### config.mk
export PLATFORM = sky130hd
export DESIGN_NAME = icmp_echo_drop_source_lru_table_unit
export DESIGN_NICKNAME = d
export VERILOG_FILES = /design/src/icmpd_pkg.sv /design/src/icmpd_entry_ram.sv /design/src/icmp_echo_drop_source_lru_table_unit.sv
export SDC_FILE = /design/constraint.sdc
export NUM_CORES = 2
export LEC_CHECK = 0
export ABC_AREA = 1
export BUFFER_PORTS_ARGS = -buffer_cell sky130_fd_sc_hd__buf_2
export CORE_ASPECT_RATIO = 0.75
export CORE_MARGIN = 3
export CORE_UTILIZATION = 35
export CTS_CLUSTER_DIAMETER = 200
export DETAILED_ROUTE_END_ITERATION = 7
export GPL_ROUTABILITY_DRIVEN = 1
export PLACE_DENSITY = 0.54
export SETUP_SLACK_MARGIN = 0.15
export SLEW_MARGIN = 10
export SYNTH_ARGS = -nofsm -noshare
export SYNTH_HDL_FRONTEND = slang
export SYNTH_SLANG_ARGS = --single-unit
### constraint.sdc
create_clock -name i_clk -period 7.85 [get_ports i_clk]
set_clock_uncertainty 0.15 [all_clocks]
set_input_delay 0 -clock i_clk [delete_from_list [all_inputs] [get_ports i_clk]]
set_output_delay 0 -clock i_clk [all_outputs]
set_load 0.005 [all_outputs]
### src/icmpd_pkg.sv
package icmpd_pkg;

    localparam int ENTRIES_DEF = 32;
    localparam int SLOT_W      = 5;

    localparam logic [7:0] PROTO_ICMP        = 8'd1;
    localparam logic [7:0] KIND_ECHO_REQUEST = 8'd8;

    typedef enum logic [1:0] {
        OUT_ACCEPT  = 2'd0,
        OUT_HIT     = 2'd1,
        OUT_APPEND  = 2'd2,
        OUT_REPLACE = 2'd3
    } t_outcome;

    // One row of the source table.
    typedef struct packed {
        logic [31:0] address;
        logic [31:0] drops;
        logic [31:0] stamp;
    } t_entry;

endpackage

### src/icmpd_entry_ram.sv
module icmpd_entry_ram #(
    parameter int DEPTH = icmpd_pkg::ENTRIES_DEF,
    parameter int IW    = 5
) (
    input  logic              i_clk,
    input  logic              i_wr_en,
    input  logic [IW-1:0]     i_wr_idx,
    input  icmpd_pkg::t_entry i_wr_data,
    input  logic [IW-1:0]     i_rd_idx,
    output icmpd_pkg::t_entry o_rd_data
);
    import icmpd_pkg::*;

    t_entry r_mem [DEPTH];
    t_entry r_rd_data;

    always_ff @(posedge i_clk) begin
        if (i_wr_en) begin
            r_mem[i_wr_idx] <= i_wr_data;
        end
        r_rd_data <= r_mem[i_rd_idx];
    end

    assign o_rd_data = r_rd_data;

endmodule

### src/icmp_echo_drop_source_lru_table_unit.sv
// An accepted packet passes from idle through the done state to the output register; a dropped
// echo request first goes through the table scan (skipped on an empty table) and the row write.
// Throughput: one item at a time; the scan reads one table row per cycle through the
// single read port of the table memory, which also finds the oldest stamp in the same pass.
// Reset clears the fill count, the running total and all handshake state at once; the
// table memory is not cleared, since rows at or above the fill count are never compared.
module icmp_echo_drop_source_lru_table_unit #(
    parameter int ENTRIES = icmpd_pkg::ENTRIES_DEF
) (
    input  logic        i_clk,
    input  logic        i_rst_n,
    input  logic        i_in_valid,
    output logic        o_in_ready,
    input  logic [7:0]  i_ip_protocol,
    input  logic [7:0]  i_icmp_kind,
    input  logic [31:0] i_source_address,
    input  logic        i_from_loopback,
    output logic        o_out_valid,
    input  logic        i_out_ready,
    output logic        o_drop,
    output logic [1:0]  o_outcome,
    output logic [4:0]  o_slot,
    output logic [31:0] o_source_drops,
    output logic [31:0] o_total_drops
);
    import icmpd_pkg::*;

    localparam int IW = (ENTRIES > 1) ? $clog2(ENTRIES) : 1;
    localparam int CW = $clog2(ENTRIES + 1);
    localparam int SW = IW + SLOT_W;

    typedef enum logic [3:0] {
        ST_IDLE   = 4'b0001,
        ST_SEARCH = 4'b0010,
        ST_WRITE  = 4'b0100,
        ST_DONE   = 4'b1000
    } t_state;

    t_state        r_state, n_state;
    logic [31:0]   r_addr;
    logic [31:0]   r_total;
    logic [CW-1:0] r_used;
    logic [IW-1:0] r_iss_idx;
    logic [IW-1:0] r_cmp_idx;
    logic          r_cmp_vld;
    logic [IW-1:0] r_best_idx;
    logic [31:0]   r_best_stamp;
    logic          r_drop;
    logic [IW-1:0] r_slot;
    logic [31:0]   r_drops;
    t_outcome      r_outcome;

    logic             r_out_valid;
    logic             r_out_drop;
    t_outcome         r_out_outcome;
    logic [SLOT_W-1:0] r_out_slot;
    logic [31:0]      r_out_src;
    logic [31:0]      r_out_total;

    t_entry        rd_data;
    t_entry        wr_data;
    logic          in_acc;
    logic          is_echo;
    logic          hit;
    logic          last;
    logic          older;
    logic          full;
    logic          issuing;
    logic          out_free;
    logic [IW-1:0] victim_idx;
    logic [SW-1:0] slot_ext;

    icmpd_entry_ram #(
        .DEPTH (ENTRIES),
        .IW    (IW)
    ) u_ram (
        .i_clk     (i_clk),
        .i_wr_en   (r_state == ST_WRITE),
        .i_wr_idx  (r_slot),
        .i_wr_data (wr_data),
        .i_rd_idx  (r_iss_idx),
        .o_rd_data (rd_data)
    );

    assign o_in_ready = (r_state == ST_IDLE);
    assign in_acc     = i_in_valid && o_in_ready;
    assign is_echo    = !i_from_loopback && (i_ip_protocol == PROTO_ICMP)
                        && (i_icmp_kind == KIND_ECHO_REQUEST);

    assign hit   = r_cmp_vld && (rd_data.address == r_addr);
    assign last  = r_cmp_vld && ((CW'(r_cmp_idx) + CW'(1)) == r_used);
    assign full  = (r_used == CW'(ENTRIES));
    // Strictly smaller stamp wins, so a tie keeps the lower index.
    assign older = (r_cmp_idx == '0) || (rd_data.stamp < r_best_stamp);
    assign victim_idx = older ? r_cmp_idx : r_best_idx;

    assign out_free = !r_out_valid || i_out_ready;
    assign wr_data  = '{address: r_addr, drops: r_drops, stamp: r_total};
    assign slot_ext = SW'(r_slot);

    always_comb begin
        n_state = r_state;
        case (r_state)
            ST_IDLE: begin
                if (in_acc) begin
                    if (!is_echo) begin
                        n_state = ST_DONE;
                    end else if (r_used == '0) begin
                        n_state = ST_WRITE;
                    end else begin
                        n_state = ST_SEARCH;
                    end
                end
            end
            ST_SEARCH: begin
                if (hit || last) begin
                    n_state = ST_WRITE;
                end
            end
            ST_WRITE: begin
                n_state = ST_DONE;
            end
            ST_DONE: begin
                if (out_free) begin
                    n_state = ST_IDLE;
                end
            end
            default: begin
                n_state = ST_IDLE;
            end
        endcase
    end

    assign issuing = (r_state == ST_SEARCH) && (n_state == ST_SEARCH);

    always_ff @(posedge i_clk) begin
        if (!i_rst_n) begin
            r_state     <= ST_IDLE;
            r_total     <= '0;
            r_used      <= '0;
            r_cmp_vld   <= 1'b0;
            r_out_valid <= 1'b0;
        end else begin
            r_state   <= n_state;
            r_cmp_vld <= issuing;
            r_cmp_idx <= r_iss_idx;
            if (issuing && (r_iss_idx != IW'(ENTRIES - 1))) begin
                r_iss_idx <= r_iss_idx + IW'(1);
            end

            case (r_state)
                ST_IDLE: begin
                    if (in_acc) begin
                        r_addr    <= i_source_address;
                        r_iss_idx <= '0;
                        r_drop    <= is_echo;
                        r_slot    <= '0;
                        if (!is_echo) begin
                            r_drops   <= '0;
                            r_outcome <= OUT_ACCEPT;
                        end else begin
                            r_total <= r_total + 32'd1;
                            if (r_used == '0) begin
                                r_drops   <= 32'd1;
                                r_outcome <= OUT_APPEND;
                                r_used    <= CW'(1);
                            end
                        end
                    end
                end
                ST_SEARCH: begin
                    if (r_cmp_vld) begin
                        if (older) begin
                            r_best_idx   <= r_cmp_idx;
                            r_best_stamp <= rd_data.stamp;
                        end
                        if (hit) begin
                            r_slot    <= r_cmp_idx;
                            r_drops   <= rd_data.drops + 32'd1;
                            r_outcome <= OUT_HIT;
                        end else if (last) begin
                            r_drops <= 32'd1;
                            if (full) begin
                                r_slot    <= victim_idx;
                                r_outcome <= OUT_REPLACE;
                            end else begin
                                r_slot    <= IW'(r_used);
                                r_outcome <= OUT_APPEND;
                                r_used    <= r_used + CW'(1);
                            end
                        end
                    end
                end
                default: begin
                end
            endcase

            if ((r_state == ST_DONE) && out_free) begin
                r_out_valid   <= 1'b1;
                r_out_drop    <= r_drop;
                r_out_outcome <= r_outcome;
                r_out_slot    <= slot_ext[SLOT_W-1:0];
                r_out_src     <= r_drops;
                r_out_total   <= r_total;
            end else if (i_out_ready) begin
                r_out_valid <= 1'b0;
            end
        end
    end

    assign o_out_valid    = r_out_valid;
    assign o_drop         = r_out_drop;
    assign o_outcome      = r_out_outcome;
    assign o_slot         = r_out_slot;
    assign o_source_drops = r_out_src;
    assign o_total_drops  = r_out_total;

`ifndef NO_ASSERTIONS
    a_used_bound: assert property (@(posedge i_clk) disable iff (!i_rst_n)
        r_used <= CW'(ENTRIES))
        else $error("fill count exceeds table depth");

    a_write_in_range: assert property (@(posedge i_clk) disable iff (!i_rst_n)
        (r_state == ST_WRITE) |-> (CW'(r_slot) < r_used))
        else $error("table write outside filled rows");

    a_accept_fields: assert property (@(posedge i_clk) disable iff (!i_rst_n)
        (o_out_valid && !o_drop) |->
            ((o_outcome == OUT_ACCEPT) && (o_slot == '0) && (o_source_drops == '0)))
        else $error("accepted beat carries table fields");

    a_new_entry_count: assert property (@(posedge i_clk) disable iff (!i_rst_n)
        (o_out_valid && ((o_outcome == OUT_APPEND) || (o_outcome == OUT_REPLACE)))
            |-> (o_drop && (o_source_drops == 32'd1)))
        else $error("new entry beat with wrong drop count");

    a_total_step: assert property (@(posedge i_clk) disable iff (!i_rst_n)
        ($past(in_acc) && $past(i_rst_n)) |->
            (r_total == ($past(r_total) + ($past(is_echo) ? 32'd1 : 32'd0))))
        else $error("running total not bumped by exactly the drop");
`endif

endmodule

After elaboration in Yosys (flattened, before gate mapping)
Memory sizes are Yosys's and may differ from the RTL's. A register that Yosys moved wholly into a read port is not among the register bits.
Index checks and enable logic that the tools add are counted.
{"block": "word_totals", "register_bits": 235, "mem_bits_rw": 3072, "input_bits": 53, "wordCells": 114, "memories": 1}
{"memory": "u_ram.r_mem", "words": 32, "word_bits": 96, "read_ports": 1, "rd_ports_with_merged_regs": 1, "write_ports": 1, "line": "icmpd_entry_ram.sv:14", "text": "t_entry r_mem [DEPTH];"}
{"block": "op_classes", "addsub": 5, "order_cmp": 1, "n_eq_ne": 20, "mux": 43, "reduce_logical": 25}
{"cell": "32-bit two-way mux", "n": 6}
{"cell": "32-bit by 1-bit adder with 32-bit output (second input constant)", "n": 2}
{"cell": "32-bit case mux with 2 select lines", "n": 1}
{"cell": "5-bit two-way mux", "n": 9}
{"cell": "6-bit two-way mux", "n": 7}
{"cell": "32-bit == test", "n": 1}
{"cell": "32-bit < comparator", "n": 1}
{"cell": "4-bit two-way mux", "n": 4}
{"cell": "4-bit case mux with 4 select lines", "n": 1}
{"cell": "2-bit two-way mux", "n": 6}
{"cell": "6-bit case mux with 2 select lines", "n": 1}
{"cell": "5-bit case mux with 2 select lines", "n": 1}
{"cell": "3-bit AND reduction", "n": 3}
{"cell": "4-bit by 2-bit == test with 1-bit output (second input constant)", "n": 2}
{"cell": "8-bit by 1-bit == test with 1-bit output (second input constant)", "n": 1}
{"cell": "8-bit by 4-bit == test with 1-bit output (second input constant)", "n": 1}
{"cell": "1-bit logical AND", "n": 8}
{"cell": "2-bit inequality test (second input constant)", "n": 4}
{"cell": "8-bit AND reduction", "n": 1}
{"cell": "5-bit by 1-bit adder with 6-bit output (second input constant)", "n": 1}
{"cell": "6-bit by 1-bit adder with 6-bit output (second input constant)", "n": 1}
{"cell": "6-bit == test", "n": 1}
{"cell": "6-bit == test (second input constant)", "n": 1}
{"cell": "6-bit zero test", "n": 1}
{"cell": "19 further kinds", "n": 29}

Depth between registers and ports, before layout
{"block": "depth", "depth_word": 12, "ltp_mapped": 18, "ltp_nobuf": 18}

Hierarchy
A second synthesis with hierarchy kept.
{"block": "hier_totals", "hier_cells": 11235, "area_unflattened_um2": 136235.7}
{"mod": "icmpd_entry_ram", "n_inst": 1, "cells_each": 10128, "area_each_um2": 124997.4}
{"mod": "icmp_echo_drop_source_lru_table_unit", "n_inst": 1, "cells_each": 1107, "area_each_um2": 11238.3}

Worst setup path before layout
Ideal clock, no wire load.
{"block": "synth_path", "path_type": "register to register", "startpoint": "register r_state[0]", "endpoint": "memory u_ram.r_mem[10][0] (netlist bit) (enable)", "t_arrival_ns": 4.879, "required_ns": 7.148, "path_slack_ns": 2.269, "stages_incl_launch_ff": 6, "path_buffers": 0, "period_less_slack_ns": 5.581, "cell_sequence": "dfxtp_1 -> nor2_1 -> nand3_1 -> inv_1 -> nand3_1 -> nor2_1"}
{"block": "synth_between", "elab_chain_cells": 3}
{"element": "start, declared", "line": "icmp_echo_drop_source_lru_table_unit.sv:39", "text": "t_state r_state, n_state;"}
{"element": "start signal, assigned", "line": "icmp_echo_drop_source_lru_table_unit.sv:144", "text": "r_state <= n_state;"}
{"element": "4-bit by 3-bit == test with 1-bit output", "line": "icmp_echo_drop_source_lru_table_unit.sv:78", "text": ".i_wr_en (r_state == ST_WRITE),"}
{"element": "1-bit two-way mux", "line": "icmpd_entry_ram.sv:18", "text": "if (i_wr_en) begin"}
{"element": "1-bit two-way mux (implied by the code)", "line": "icmpd_entry_ram.sv:19", "text": "r_mem[i_wr_idx] <= i_wr_data;"}
{"element": "end, declared", "line": "icmpd_entry_ram.sv:14"}
No other way between the ends.

Worst setup path in the final report
{"block": "layout_path", "startpoint": "register r_addr[24]", "endpoint": "register r_drops[18] (enable)"}
{"block": "layout_between", "elab_chain_cells": 4}
{"element": "start, declared", "line": "icmp_echo_drop_source_lru_table_unit.sv:40", "text": "logic [31:0] r_addr;"}
{"element": "start signal, assigned", "line": "icmp_echo_drop_source_lru_table_unit.sv:154", "text": "r_addr <= i_source_address;"}
{"element": "32-bit == test", "line": "icmp_echo_drop_source_lru_table_unit.sv:90", "text": "assign hit = r_cmp_vld && (rd_data.address == r_addr);"}
{"element": "1-bit logical AND", "line": "icmp_echo_drop_source_lru_table_unit.sv:90"}
{"element": "3-bit inequality test (no line)"}
{"element": "6-bit AND reduction (no line)"}
{"element": "end signal, assigned", "line": "icmp_echo_drop_source_lru_table_unit.sv:179", "text": "r_drops <= rd_data.drops + 32'd1;"}
{"element": "end, declared", "line": "icmp_echo_drop_source_lru_table_unit.sv:50", "text": "logic [31:0] r_drops;"}
No other way between the ends.
A chain may end at the register's enable or synchronous reset.

==> summary.md <==
| Metric | Value |
|---|---|
| Pre-antenna DRT Iters | `7` |
| First-pass GRT wire length | `606 mm` |
| Final Cycle Share | `55.9%` |
| Synthesized cell area | `132000 sq um` |
| Vias in the first global route | `82501` |
| I/O pin cnt | `127` |
| EDFF count, synth | `3263` |
| Die area | `between 300000 and 400000 sq um` |
| DP Area | `139000 sq um` |
| Wirelength per Cell | `27.8 um` |
| Worst VDD drop | `0.000174 V` |
| Reg power frac | `roughly 52%` |
| Routed Antenna Nets | `0` |
| WS Path Type | `reg -> reg` |
| CP max stage cell | `edfxtp_1` |
| Critical-path cell list | `xor2_1 -> nor2_1 -> nand2_1 -> nor2_1 -> nand2_1 -> nor2_1 -> nand2_1 -> nand2_1 -> nor2_1 -> inv_1 -> nand3_1 -> a21oi_4 -> buf_4` |
| Fmax | `228 MHz` |
| # Post-CTS Setup Buffers | `0` |
| Port bufs | `126` |
| Critical Path Fanout Max | `34` |
| Setup ws final | `3.46 ns` |
| Worst endpoint required time | `8.23 ns` |
| Routed WL | `429 mm` |
| Iteration-0 DRC Markers | `12272` |
| Pins Over Slew Limit | `0` |
| Sequential Area | `101000 sq um` |
| Top FF cell, synth | `edfxtp_1` |
| Hold WC Path Type | `in -> reg` |
| Tightest Pin Transition | `roughly 1.3 ns` |
| Minimum clock period | `between 4 and 5 ns` |
| Vias | `87499` |
| Final instance area | `151000 sq um` |
| RSZ-0062 raised after global routing | `no` |
| Pre-CTS WS | `about 3.6 ns` |
| Mapped Nets | `10121` |
| Multi-input combinational cell area | `28300 sq um` |
| Overall power | `0.0389 W` |
| Mapped Avg Cell Area | `13.2 sq um` |
| Switch Pwr | `0.00914 W` |
| Clock sinks | `3403` |
| Core ar. | `374000 sq um` |
| Fillers | `34526` |
| Detailed Place HPWL | `211 mm` |
| Leak | `slightly below 50 nW` |
| Cts repair resizes | `0` |
| Most common cell after layout, fill and taps aside | `edfxtp_1` |
| Clk root buf | `clkbuf_16` |
| Total CTS buffers | `330` |
| Setup TNS | `0 ns` |
| Yosys cell types | `51` |
| CP Launch Type | `flop` |
| Layout cell share with drive strength beyond 1 | `8.95%` |
| P&R area growth vs syn | `13.9%` |
| Drt via density | `about 5.7` |
| Rows | `194` |
| Power Density | `258 nW/um^2` |
| Relative slew margins | `about 14%` |
| Height of the die | `538 um` |
| Latest clock arrival within the worst-skew pair | `0.91 ns` |
| Largest net degree at the start of global routing | `between 150 and 200` |
| Setup violators final | `0` |
| Final GP Congestion | `0.841` |
| Post-synthesis sequential area ratio | `76.2%` |
| Slowest cell delay on critical path | `0.98 ns` |
| Die Width | `a little over 700 um` |
| YS warnings | `0` |
| Drt drc | `0` |
| TritonCTS clock tree | `yes` |
| Clock power frac | `41.1%` |
| H-tree lvl count | `5` |
| Arrival time worst endpoint | `4.77 ns` |
| Cells after Synth | `10029` |
| Global-route usage over all layers | `21.5%` |
| Grt ovf | `0` |
| Synth async-reset ratio | `0%` |
| Final hold vios | `0` |
| Initial antenna violation count | `29` |
| Outcome | `complete, no violations` |
| Crit end category | `flop` |
| Combinational power share | `6.9%` |
| Nets | `approximately 10000` |
| CTS clock-pin slew for the worst setup and hold paths | `0.06 ns` |
| Int Pwr | `0.0298 W` |
| Max-cap violations | `0` |
| Clock tree buffer depth | `4` |
| Switching Share | `23.5%` |
| Register bit total from synthesis | `3403` |
| Most frequent cells in the layout | `3263 x edfxtp_1, 1909 x nor2_1, 1855 x o21ai_0, 742 x o22ai_1, 504 x nand2_1` |
| Initial Util | `35.4%` |
-- synth_stat cells (2+ instances only) --
library cell,count,share of area (%)
clkbuf_1,501,1.4
buf_1,26,0.074
or2_2,14,0.066
nand3_2,3,0.023
edfxtp_1,3263,74
nand4_1,41,0.19
o21bai_1,4,0.023
ha_1,39,0.37
nor3_1,46,0.17
nor4_1,13,0.061
a21oi_1,131,0.50
inv_1,194,0.55
buf_2,136,0.51
o31ai_1,23,0.13
buf_4,6,0.034
nand2_1,504,1.4
nor2_2,9,0.043
nor3b_1,9,0.051
a31oi_1,29,0.14
xnor2_1,13,0.086
nor2_1,1943,5.5
nand4_2,3,0.028
o32ai_1,5,0.033
o221ai_1,132,0.87
nor3_4,2,0.025
inv_2,7,0.020
o21ai_1,14,0.053
o22ai_1,742,3.5
o21ai_0,1855,7.0
nor2_4,6,0.051
dfxtp_1,140,2.1
o211ai_1,4,0.023
a211oi_1,2,0.011
nand3b_1,5,0.028
nand3_1,107,0.40
nand2_2,6,0.028
o21a_1,8,0.045
a32o_1,6,0.045
xor2_1,24,0.16
and2_1,3,0.014
-- critical path: cells and delay by family (launching register included) --
family / cells / cell delay (ns)
XOR/XNOR: 1 / 0.45
AND/OR/NAND/NOR: 9 / 1.69
buffers and inverters: 2 / 0.55
AO/OA/AOI/OAI: 1 / 0.17
flip-flops: 1 / 0.98
-- registers in the layout, summed over array words and instances, names as in the netlist --
name,count
o_drop,1
o_out_valid,1
o_outcome,2
o_slot,5
o_source_drops,32
o_total_drops,32
r_addr,32
r_best_idx,5
r_best_stamp,32
r_cmp_idx,5
r_cmp_vld,1
r_drop,1
r_drops,32
r_iss_idx,5
r_outcome,2
r_slot,5
r_state,4
r_total,32
r_used,6
u_ram.o_rd_data,96
u_ram.r_mem,3072
-- stage by stage --
step / instances / hold WS (ns) / util, %
finish: 15411 / 0.165 / 40.3
CTS: 15402 / 0.0658 / 40.2
detailed placement: 14716 / 0.0296 / 37.2
global placement: 14715 / 0.0267 / 37.2
floorplan: 10029 / -0.0511 / -
global route: 15404 / 0.117 / 40.3
-- cells by family after synthesis --
logic type / after synthesis / synth area share [%]
AOI/OAI and AO/OA: 2961 / 12.4
xor gates and xnor gates: 37 / 0.245
adders and majority gates: 39 / 0.369
buffers and inverters: 871 / 2.62
DFF: 3403 / 76.2
and+or+nand+nor: 2718 / 8.16
-- final cells by class --
type,instances,area share [%]
antenna,7,0.0116
clock buffer,446,6.11
clock inverter,156,1.01
inverter,202,0.526
multi-input combinational,5755,18.8
sequential,3403,66.9
tap,4998,4.15
timing repair buffer,444,2.52
-- what timing repair did --
item	CTS	global route
hold endpoints to repair	107	0
endpoints found under the setup margin	0	0
hold buffers	84	0
-- path summary, 6_finish.rpt --
path | startpoint | endpoint | slack (ns) | depth (start not counted)
setup reg to reg | r_addr[24] | r_drops[18] | 3.46 | 13
hold reg to reg | u_ram.o_rd_data[6] | r_best_stamp[6] | 0.30 | 0
setup / recovery | r_addr[24] | r_drops[18] | 3.46 | 13
hold / removal | i_rst_n | r_total[31] | 0.17 | 5
-- per-layer routing --
layer / vias to the layer above / global-route usage (%) / wire (um)
met5: - / 0 / 71
met4: 12 / 4.55 / 9320
met3: 586 / 4.22 / 44100
met2: 4596 / 32.0 / 186000
met1: 44712 / 32.3 / 189000
li1: 37593 / - / -
-- power by group through the flow --
stage	clock network [W]	registers, W	logic, W
finish	0.0160	0.0202	0.00270
global route	0.0170	0.0202	0.00296
CTS	0.0163	0.0202	0.00267
detailed placement	0	0.0206	0.00262
global placement	0	0.0206	0.00259
floorplan	0	0.0205	0.00166
(Power assumes the default switching activity.)
